File: config.mk
export PLATFORM = sky130hd
export DESIGN_NAME = greedy_word_wrapper
export DESIGN_NICKNAME = d
export VERILOG_FILES = /design/src/hw/rtl/gww_pkg.sv /design/src/hw/rtl/greedy_word_wrapper.sv /design/src/hw/rtl/gww_datapath.sv /design/src/hw/rtl/gww_ctrl.sv
export SDC_FILE = /design/constraint.sdc
export NUM_CORES = 1
export LEC_CHECK = 0
export ABC_AREA = 1
export BUFFER_PORTS_ARGS = -buffer_cell sky130_fd_sc_hd__buf_4
export CORE_ASPECT_RATIO = 1.75
export CORE_UTILIZATION = 60
export CTS_CLUSTER_DIAMETER = 100
export DETAILED_ROUTE_END_ITERATION = 12
export PLACE_DENSITY = 0.8
export SLEW_MARGIN = 20
export SYNTH_ARGS = -nofsm -noshare
export SYNTH_HDL_FRONTEND = slang
export SYNTH_SLANG_ARGS = --single-unit
File: constraint.sdc
create_clock -name i_clk -period 5.3 [get_ports i_clk]
set_input_delay 0.265 -clock i_clk [delete_from_list [all_inputs] [get_ports i_clk]]
set_output_delay 0.265 -clock i_clk [all_outputs]
set_load 0.01 [all_outputs]
File: src/hw/rtl/gww_pkg.sv
// Shared types and constants for the greedy word wrapper.
// Payload structs, controller/datapath command and status bundles.
// No dependencies.
`timescale 1ns / 1ps
`default_nettype none

package gww_pkg;

    localparam int         MAX_WORD_DEF   = 32;
    localparam logic [7:0] CH_SPACE       = 8'd32;
    localparam logic [7:0] CH_NEWLINE     = 8'd10;
    localparam logic [7:0] LINE_WIDTH_RST = 8'd80;

    typedef struct packed {
        logic [7:0] char_in;
        logic       line_last;
    } t_in;

    typedef struct packed {
        logic [7:0] char_out;
        logic       run_end;
        logic       line_end;
        logic       word_cut;
    } t_out;

    typedef struct packed {
        logic accept;
        logic plan;
        logic emit_held;
        logic emit_word;
        logic finish;
        logic phase2;
    } t_cmd;

    typedef struct packed {
        logic in_bnd;
        logic in_last;
        logic held_valid;
        logic wl_zero;
        logic word_done;
        logic out_free;
        logic last;
    } t_sts;

endpackage

`default_nettype wire

File: src/hw/rtl/greedy_word_wrapper.sv
// Top level of the greedy word wrapper: controller plus datapath.
// Depends on gww_pkg, gww_ctrl, gww_datapath.
//
// Bytes arrive on the input channel tagged with line_last; words are
// buffered (up to MAX_WORD bytes, the rest dropped and flagged) and released
// with the boundary byte held before them, that byte becoming a newline when
// the word would run past line_width. A byte that closes no word and no line
// is taken without stalling the input. A byte that closes a word is taken and
// then stalls the input through a planning step and the emission of each
// byte (held byte and word bytes); a boundary byte that also ends its line
// adds a second planning step and the byte it releases. This sequence comes
// from the single read port of the word buffer and the single output
// register; output stalls lengthen it. The word buffer powers up undefined
// and needs no clearing pass. line_width resets to 80 and is written through
// the configuration channel, always ready.
`timescale 1ns / 1ps
`default_nettype none

module greedy_word_wrapper #(
    parameter int MAX_WORD = gww_pkg::MAX_WORD_DEF
) (
    input  wire logic         i_clk,
    input  wire logic         i_rst_n,
    input  wire logic         i_in_valid,
    output logic              o_in_stall,
    input  wire gww_pkg::t_in i_in_data,
    output logic              o_out_valid,
    input  wire logic         i_out_stall,
    output gww_pkg::t_out     o_out_data,
    input  wire logic         i_cfg_valid,
    output logic              o_cfg_ready,
    input  wire logic [7:0]   i_cfg_data
);

    gww_pkg::t_cmd cmd;
    gww_pkg::t_sts sts;

    assign o_cfg_ready = 1'b1;

    gww_ctrl u_ctrl (
        .i_clk      (i_clk),
        .i_rst_n    (i_rst_n),
        .i_in_valid (i_in_valid),
        .o_in_stall (o_in_stall),
        .i_sts      (sts),
        .o_cmd      (cmd)
    );

    gww_datapath #(
        .MAX_WORD (MAX_WORD)
    ) u_dp (
        .i_clk       (i_clk),
        .i_rst_n     (i_rst_n),
        .i_cmd       (cmd),
        .o_sts       (sts),
        .i_in_data   (i_in_data),
        .i_cfg_valid (i_cfg_valid),
        .i_cfg_data  (i_cfg_data),
        .o_out_valid (o_out_valid),
        .i_out_stall (i_out_stall),
        .o_out_data  (o_out_data)
    );

endmodule

`default_nettype wire

File: src/hw/rtl/gww_datapath.sv
// Datapath of the word wrapper: word buffer, column and wrap logic,
// held boundary byte, line width register and output register.
// Depends on gww_pkg.
`timescale 1ns / 1ps
`default_nettype none

module gww_datapath #(
    parameter int MAX_WORD = gww_pkg::MAX_WORD_DEF
) (
    input  wire logic          i_clk,
    input  wire logic          i_rst_n,
    input  wire gww_pkg::t_cmd i_cmd,
    output gww_pkg::t_sts      o_sts,
    input  wire gww_pkg::t_in  i_in_data,
    input  wire logic          i_cfg_valid,
    input  wire logic [7:0]    i_cfg_data,
    output logic               o_out_valid,
    input  wire logic          i_out_stall,
    output gww_pkg::t_out      o_out_data
);

    localparam int LW = $clog2(MAX_WORD + 1);
    localparam int AW = $clog2(MAX_WORD);
    localparam int PW = ((LW > 8) ? LW : 8) + 1;

    logic [7:0]    r_mem [MAX_WORD];
    logic [7:0]    r_q;
    logic [AW-1:0] r_idx;
    logic [AW-1:0] n_idx;
    logic [LW-1:0] r_wl;
    logic [7:0]    r_column;
    logic [7:0]    r_line_width;
    logic [7:0]    r_held;
    logic          r_held_valid;
    logic          r_cut;
    logic [7:0]    r_ch;
    logic          r_last;
    logic          r_out_valid;
    gww_pkg::t_out r_out;

    logic          in_bnd;
    logic          needs;
    logic [PW-1:0] pros;
    logic          wrap;
    logic          wl_zero;
    logic          word_done;
    logic          more;
    logic          out_free;
    logic          room;

    assign in_bnd    = (i_in_data.char_in == gww_pkg::CH_SPACE)
                    || (i_in_data.char_in == gww_pkg::CH_NEWLINE);
    assign needs     = (r_column != 8'd0);
    assign pros      = PW'(r_column) + PW'(needs) + PW'(r_wl);
    assign wrap      = (pros > PW'(r_line_width));
    assign wl_zero   = (r_wl == '0);
    assign word_done = ((LW'(r_idx) + LW'(1)) == r_wl);
    assign more      = !i_cmd.phase2 && r_last;
    assign out_free  = !r_out_valid || !i_out_stall;
    assign room      = (r_wl < LW'(MAX_WORD));

    always_comb begin
        n_idx = r_idx;
        if (i_cmd.plan) begin
            n_idx = '0;
        end else if (i_cmd.emit_word && !word_done) begin
            n_idx = r_idx + AW'(1);
        end
    end

    // word buffer, registered read
    always_ff @(posedge i_clk) begin
        if (i_cmd.accept && !in_bnd && room) begin
            r_mem[r_wl[AW-1:0]] <= i_in_data.char_in;
        end
        r_q   <= r_mem[n_idx];
        r_idx <= n_idx;
    end

    always_ff @(posedge i_clk) begin
        if (i_cmd.accept) begin
            r_ch   <= i_in_data.char_in;
            r_last <= i_in_data.line_last;
        end
        if (i_cmd.emit_held) begin
            r_out.char_out <= r_held;
            r_out.run_end  <= wl_zero && !more;
            r_out.line_end <= wl_zero && !more && r_last;
            r_out.word_cut <= 1'b0;
        end else if (i_cmd.emit_word) begin
            r_out.char_out <= r_q;
            r_out.run_end  <= word_done && !more;
            r_out.line_end <= word_done && !more && r_last;
            r_out.word_cut <= r_cut;
        end
    end

    always_ff @(posedge i_clk) begin
        if (!i_rst_n) begin
            r_line_width <= gww_pkg::LINE_WIDTH_RST;
            r_wl         <= '0;
            r_column     <= 8'd0;
            r_held       <= 8'd0;
            r_held_valid <= 1'b0;
            r_cut        <= 1'b0;
            r_out_valid  <= 1'b0;
        end else begin
            if (i_cfg_valid) begin
                r_line_width <= i_cfg_data;
            end
            if (i_cmd.accept && !in_bnd) begin
                if (room) begin
                    r_wl <= r_wl + LW'(1);
                end else begin
                    r_cut <= 1'b1;
                end
            end
            if (i_cmd.plan && !wl_zero) begin
                if (wrap) begin
                    r_column <= 8'(PW'(r_wl));
                    if (needs && r_held_valid) begin
                        r_held <= gww_pkg::CH_NEWLINE;
                    end
                end else begin
                    r_column <= pros[7:0];
                end
            end
            if (i_cmd.finish) begin
                r_wl  <= '0;
                r_cut <= 1'b0;
                if (i_cmd.phase2) begin
                    r_held_valid <= 1'b0;
                    r_column     <= 8'd0;
                end else begin
                    r_held       <= r_ch;
                    r_held_valid <= 1'b1;
                end
            end
            if (i_cmd.emit_held || i_cmd.emit_word) begin
                r_out_valid <= 1'b1;
            end else if (out_free) begin
                r_out_valid <= 1'b0;
            end
        end
    end

    assign o_sts.in_bnd     = in_bnd;
    assign o_sts.in_last    = i_in_data.line_last;
    assign o_sts.held_valid = r_held_valid;
    assign o_sts.wl_zero    = wl_zero;
    assign o_sts.word_done  = word_done;
    assign o_sts.out_free   = out_free;
    assign o_sts.last       = r_last;
    assign o_out_valid      = r_out_valid;
    assign o_out_data       = r_out;

endmodule

`default_nettype wire

File: src/hw/rtl/gww_ctrl.sv
// Controller of the word wrapper: sequences accept, wrap planning and
// emission of the held byte and the buffered word.
// Depends on gww_pkg.
`timescale 1ns / 1ps
`default_nettype none

module gww_ctrl (
    input  wire logic          i_clk,
    input  wire logic          i_rst_n,
    input  wire logic          i_in_valid,
    output logic               o_in_stall,
    input  wire gww_pkg::t_sts i_sts,
    output gww_pkg::t_cmd      o_cmd
);

    typedef enum logic [3:0] {
        S_IDLE = 4'b0001,
        S_PLAN = 4'b0010,
        S_HELD = 4'b0100,
        S_WORD = 4'b1000
    } t_state;

    t_state r_state;
    t_state n_state;
    logic   r_phase2;
    logic   n_phase2;

    always_comb begin
        n_state   = r_state;
        n_phase2  = r_phase2;
        o_cmd     = '0;
        o_cmd.phase2 = r_phase2;
        case (r_state)
            S_IDLE: begin
                if (i_in_valid) begin
                    o_cmd.accept = 1'b1;
                    if (i_sts.in_bnd) begin
                        n_state  = S_PLAN;
                        n_phase2 = 1'b0;
                    end else if (i_sts.in_last) begin
                        n_state  = S_PLAN;
                        n_phase2 = 1'b1;
                    end
                end
            end
            S_PLAN: begin
                o_cmd.plan = 1'b1;
                if (i_sts.held_valid) begin
                    n_state = S_HELD;
                end else if (!i_sts.wl_zero) begin
                    n_state = S_WORD;
                end else begin
                    o_cmd.finish = 1'b1;
                end
            end
            S_HELD: begin
                if (i_sts.out_free) begin
                    o_cmd.emit_held = 1'b1;
                    if (!i_sts.wl_zero) begin
                        n_state = S_WORD;
                    end else begin
                        o_cmd.finish = 1'b1;
                    end
                end
            end
            S_WORD: begin
                if (i_sts.out_free) begin
                    o_cmd.emit_word = 1'b1;
                    if (i_sts.word_done) begin
                        o_cmd.finish = 1'b1;
                    end
                end
            end
            default: begin
                n_state = S_IDLE;
            end
        endcase
        // end of a close: run the line-end close next, or go idle
        if (o_cmd.finish) begin
            if (!r_phase2 && i_sts.last) begin
                n_state  = S_PLAN;
                n_phase2 = 1'b1;
            end else begin
                n_state = S_IDLE;
            end
        end
    end

    always_ff @(posedge i_clk) begin
        if (!i_rst_n) begin
            r_state  <= S_IDLE;
            r_phase2 <= 1'b0;
        end else begin
            r_state  <= n_state;
            r_phase2 <= n_phase2;
        end
    end

    assign o_in_stall = (r_state != S_IDLE);

endmodule

`default_nettype wire

# Word-level counts from Yosys, hierarchy flattened
# Memory sizes are Yosys's and may differ from the RTL's. A register that Yosys moved wholly into a read port is not among the register bits.
# Cells that the tools add are included.
# Widths: inputs -> output; s select.
dict set report word_totals {
  register_bits 63
  ramBits 256
  inputBits 22
  output_inout_bits 14
  n_memories 1
}
# name words width read_ports rd_clocked_by_memory_dff write_ports line_no
set mem_list {}
lappend mem_list {u_dp.r_mem 32 8 1 1 1 gww_datapath.sv:26} ;# logic [7:0] r_mem [MAX_WORD];
dict set report op_classes {
  addsub 5
  magnitude_cmp 2
  n_eq_ne 12
  mux 45
  bitwise_logic 2
  reduce_logical 28
}
# cell n
set ops {}
lappend ops {{$mux 8} 9}
lappend ops {{$mux 4} 7}
lappend ops {{$mux 11} 2}
lappend ops {{$mux 1} 21}
lappend ops {{$pmux 4 s4} 1}
lappend ops {{$logic_and 1x1->1} 10}
lappend ops {{$mux 5} 2}
lappend ops {{$add 8x1->9} 1}
lappend ops {{$add 9x6->9} 1}
lappend ops {{$gt 9x8->1} 1}
lappend ops {{$eq 8x4->1 const B} 1}
lappend ops {{$eq 8x6->1 const B} 1}
lappend ops {{$reduce_bool 8->1} 1}
lappend ops {{$logic_not 1->1} 7}
lappend ops {{$add 5x1->6 const B} 1}
lappend ops {{$add 6x1->6 const B} 1}
lappend ops {{$eq 6x6->1} 1}
lappend ops {{$logic_not 6->1} 1}
lappend ops {{$lt 6x6->1 const B} 1}
lappend ops {{$add 5x1->5 const B} 1}
lappend ops {{$eq 4x1->1 const B} 1}
lappend ops {{$eq 4x2->1 const B} 1}
lappend ops {{$eq 4x3->1 const B} 1}
lappend ops {{$eq 4x4->1 const B} 1}
lappend ops {{other kinds (13)} 19}

# Depth between registers and ports, before layout
dict set report logic_depth {
  depth_word 8
  mapped_depth 22
}

# Cells and area by module
# Synthesis repeated with hierarchy kept, for this count alone.
dict set report hier_totals {
  cells_unflattened 1608
  hier_area_um2 15356.0
}
# mod instances cells_per_inst area_each_um2 seq_area_each_um2
set by_module_without_submodules {}
lappend by_module_without_submodules {gww_datapath 1 1535 14909.3 9198.8}
lappend by_module_without_submodules {gww_ctrl 1 71 435.4 100.1}
lappend by_module_without_submodules {greedy_word_wrapper 1 2 11.3 0.0}

# Worst setup path after synthesis
# No wires, ideal clock.
dict set report synth_timing {
  path_kind {reg2reg}
  from {reg u_dp.r_column[0]}
  to {reg u_dp.r_column[0]}
  setup_ns 0.118
  arrival_time_ns 3.255
  path_slack_ns 1.928
  path_stages_with_launch 21
  n_path_buf 0
  cell_sequence {dfxtp_1 nor4_1 nand2_1 fa_1 inv_1 fa_1 o21ai_0 a21oi_1 o21ai_0 xor2_1 inv_1 ha_1 nand2_1 inv_1 nand3_1 o32ai_1 nand2_1 inv_1 nand2_1 a22oi_1 nor2_1}
}
dict set report synth_between {
  elab_chain_cells 8
}
# element line_no
set synth_rtl {}
lappend synth_rtl {{start, declared} gww_datapath.sv:31} ;# logic [7:0] r_column;
lappend synth_rtl {{start signal, assigned} gww_datapath.sv:120} ;# r_column <= 8'(PW'(r_wl));
lappend synth_rtl {{start signal, assigned} gww_datapath.sv:125} ;# r_column <= pros[7:0];
lappend synth_rtl {{$reduce_bool 8->1} gww_datapath.sv:53} ;# assign needs = (r_column != 8'd0);
lappend synth_rtl {{$add 8x1->9} gww_datapath.sv:54} ;# assign pros = PW'(r_column) + PW'(needs) + PW'(r_wl);
lappend synth_rtl {{$add 9x6->9} gww_datapath.sv:54}
lappend synth_rtl {{$gt 9x8->1} gww_datapath.sv:55} ;# assign wrap = (pros > PW'(r_line_width));
lappend synth_rtl {{$mux 8} gww_datapath.sv:119} ;# if (wrap) begin
lappend synth_rtl {{$mux 8 (*)} gww_datapath.sv:118} ;# if (i_cmd.plan && !wl_zero) begin
lappend synth_rtl {{$mux 8} gww_datapath.sv:131} ;# if (i_cmd.phase2) begin
lappend synth_rtl {{$mux 8 (*)} gww_datapath.sv:128} ;# if (i_cmd.finish) begin
# Every way passes the cells marked *; elsewhere a longest branch is shown, timed or not.
# A chain may end at the register's enable or synchronous reset.

# Worst setup path after layout
dict set report layout_timing {
  from {reg u_dp.r_column[4]}
  to {reg u_dp.r_held[7]}
}
dict set report layout_between {
  elab_chain_cells 8
}
# element line_no
set layout_rtl {}
lappend layout_rtl {{$reduce_bool 8->1} gww_datapath.sv:53}
lappend layout_rtl {{$add 8x1->9} gww_datapath.sv:54}
lappend layout_rtl {{$add 9x6->9} gww_datapath.sv:54}
lappend layout_rtl {{$gt 9x8->1} gww_datapath.sv:55}
lappend layout_rtl {{$mux 8 (*)} gww_datapath.sv:119}
lappend layout_rtl {{$mux 8 (*)} gww_datapath.sv:118}
lappend layout_rtl {{$mux 8} gww_datapath.sv:131}
lappend layout_rtl {{$mux 8 (*)} gww_datapath.sv:128}
lappend layout_rtl {{end signal, assigned} gww_datapath.sv:122} ;# r_held <= gww_pkg::CH_NEWLINE;
lappend layout_rtl {{end signal, assigned} gww_datapath.sv:135} ;# r_held <= r_ch;
lappend layout_rtl {{end, declared} gww_datapath.sv:33} ;# logic [7:0] r_held;
# Marks and branches as above.

==> results.ini <==
[worst_setup_path]
reg2reg_setup_slack_ns=1.26
critPathMaxStageDelay_ns=0.47
worst-setup-path-type=reg2reg
cp_cell_sequence=nor4_1 > nand2_1 > fa_1 > inv_1 > fa_1 > o21ai_0 > a21oi_1 > o21ai_0 > xor2_1 > inv_1 > ha_1 > nand2_1 > inv_1 > o21ai_0 > a21boi_0 > o32ai_1 > nand2_1 > nand4_1 > nand2_1 > inv_1 > nand2_1 > a21oi_1
arrival_ns=4.46
crit_slowest_cell=fa_1
crit_buf_inv=4
crit_path_max_fanout=9
rr_worst_depth=22
cp-startpoint=u_dp.r_column[4]$_SDFF_PN0_
crit_family=simple AND/OR/NAND/NOR gates
rr_startpoint=u_dp.r_column[4]$_SDFF_PN0_
crit_end=u_dp.r_held[7]$_SDFF_PN0_
r2r-end=u_dp.r_held[7]$_SDFF_PN0_
start_kind=register
crit_top_cell=nand2_1
cp.depth=22
cp-end-kind=register
cp.required_ns=5.72

[route]
drtIter0Drc=1149
wl_um=37100
via_per_inst=5.90
num_vias=11300
drt_first_pass_iters=8
wl_per_cell_um=19.3
drc_errors=0
ant_nets=0

[final_layout]
drive_gt1_frac=0.0709
syn_to_final_growth_pct=9.15
nets=1629
final_cell_mix=inv_1 (317), nand2_1 (278), edfxtp_1 (275), nand3_1 (244), nand4_1 (124)
layout_commonest_cell=inv_1
diodes=0
final_util=0.670

[job]
drv_cap=0

[grt]
grt_overflow=0
grt_max_degree=103
grt_pass1_vias=11000
grt_pass1_wl_um=58000
antenna_found_initial=0
grt_usage=0.296

[floorplan]
ios=36
fp.coreArea_um2=24800
die_h_um=213
row_count=76
start_util=0.614
design.die.area_um2=26100
die_x_um=122

[sta]
setup_viol_count_final=0
report.final.slew_viol_count=0
final.min_clock_period_ns=4.04
slew_headroom=0.247
fmax_mhz=248
worstMarginPinSlew_ns=1.13
finalSetupTns_ns=0
finalHoldViolCount=0
skew_ns=0.00854
grt_setup_unrepaired=false
fin_crit_sh=0.762

[clock_network]
cts_tree=built
cts_buffers=27
cts_buffer_depth=3
cts_sinks=327
cts_root_buf=clkbuf_16
path_clk_slew_ns=0.07
clkLatencyLatePin_ns=0.55
h-tree-depth=1
post_cts_buffers=0

[place]
post-dp-hpwl_um=22400
gp_congestion=0.936
io_buffers=34

[power_and_ir_drop]
ir_drop_mv=0.350
power_density_nw_per_um2=364
p_leak_nw=7.12

[synthesis]
ys_ff_latch=327
synth_edf_count=275
synth.net_count=1624
async_reset_ff_frac=0
synth_area_per_cell_um2=9.64
yosys_warnings=0
synth_ff_type=edfxtp_1
netlist_area_um2=15200
netlist_instances=1582
yosysSeqAreaShare=0.610
yosys.cell_types.count=42

[worst_hold_path]
hold_class=in2reg

[outcome]
outcome=finished, final reports clean

==> area by class of cell <==
cell class	count	area, um2
repair buffers	57	455
fillers	1818	8180
inverters	328	1230
flip-flops and latches	327	9300
well taps	312	390
multi-input cells	846	4300
clock buffers	28	679
clock inverters	21	279
==> timing repair <==
| action | CTS | global route |
|---|---|---|
| endpoints found under the hold margin | 7 | 0 |
| resized for setup | 0 | 0 |
| hold buffers | 11 | 0 |
==> report_power, final <==
part	internal (mW)	total, mW	switching [mW]	leakage, nW
clock network	1.24	2.16	0.923	0.458
registers	2.87	2.92	0.0510	2.92
logic	0.271	0.983	0.712	3.74
==> how the worst min path moves through the flow <==
| stage | start | to | slack (ns) | depth (start not counted) |
|---|---|---|---|---|
| finish | i_rst_n | u_ctrl.r_state[3]$_SDFFE_PN0P_ | 0.01 | 3 |
| global route | i_rst_n | u_ctrl.r_state[3]$_SDFFE_PN0P_ | 0.03 | 3 |
| CTS | i_rst_n | u_ctrl.r_state[3]$_SDFFE_PN0P_ | 0.006 | 3 |
| detailed placement | u_dp.r_line_width[1]$_SDFFE_PN0P_ | u_dp.r_line_width[1]$_SDFFE_PN0P_ | 0.45 | 2 |
| global placement | u_dp.r_line_width[1]$_SDFFE_PN0P_ | u_dp.r_line_width[1]$_SDFFE_PN0P_ | 0.45 | 2 |
| floorplan | i_in_data[1] | u_dp.r_ch[0]$_DFFE_PP_ | 0.36 | 0 |
==> synth_stat cells (all sizes together) (3+ instances only) <==
cell	count	area, um2
inv	326	1220
nand2	280	1050
edfxtp	275	8260
nand3	247	1240
nand4	124	776
nor2	65	264
buf	62	377
dfxtp	52	1040
a21oi	38	190
o21ai	29	145
clkbuf	19	71.3
ha	18	225
nor3	8	50.1
a22o	7	61.3
a22oi	4	30.0
xor2	4	35.0
nor4	3	18.8
==> metal layers <==
layer | vias up | wire (um) | global-route usage
met3 | 125 | 2420 | 0.0304
met4 | 0 | 2020 | 0.175
met5 | - | 0 | 0
met1 | 5336 | 13300 | 0.353
li1 | 5304 | - | -
met2 | 558 | 19400 | 0.511
==> registers in the layout, summed over array words and instances, names as in the netlist <==
| register | cells |
|---|---|
| u_dp.r_held_valid | 1 |
| u_dp.o_out_data | 11 |
| u_dp.r_line_width | 8 |
| u_dp.r_mem | 256 |
| u_ctrl.r_state | 4 |
| u_dp.r_idx | 5 |
| u_ctrl.r_phase2 | 1 |
| u_dp.r_last | 1 |
| u_dp.r_cut | 1 |
| u_dp.r_held | 8 |
| u_dp.r_q | 8 |
| u_dp.r_wl | 6 |
| u_dp.r_ch | 8 |
| u_dp.o_out_valid | 1 |
| u_dp.r_column | 8 |
==> per-stage QoR <==
stage | instance area [um2] | hold slack [ns] | std cells | power [mW] | worst slack [ns]
2_1_floorplan | 15200 | 0.364 | 1582 | 3.62 | 1.93
3_3_place_gp | 15600 | 0.452 | 1859 | 3.91 | 1.47
3_5_place_dp | 15600 | 0.453 | 1859 | 3.93 | 1.33
4_1_cts | 16600 | 0.00636 | 1919 | 6.05 | 1.30
5_1_grt | 16600 | 0.0316 | 1919 | 6.25 | 0.714
6_report | 16600 | 0.0140 | 1919 | 6.06 | 1.26
==> worst min-delay path: cells and delay by family <==
family	cells	cell delay [ns]
buffers and inverters	2	0.20
AND/OR/NAND/NOR	1	0.07
==> logic make-up (layout without fill, tap and decap cells) <==
kind of cell	Yosys count	after routing	synth area share
AO/OA/AOI/OAI	89	89	0.0342
XOR/XNOR	6	6	0.00345
adder cells (fa/ha/maj)	20	20	0.0174
buffers and inverters	409	434	0.110
flip-flops	327	327	0.610
other	1	1	0.000246
AND/OR/NAND/NOR	730	730	0.225
Power figures use the tool's default switching activity.
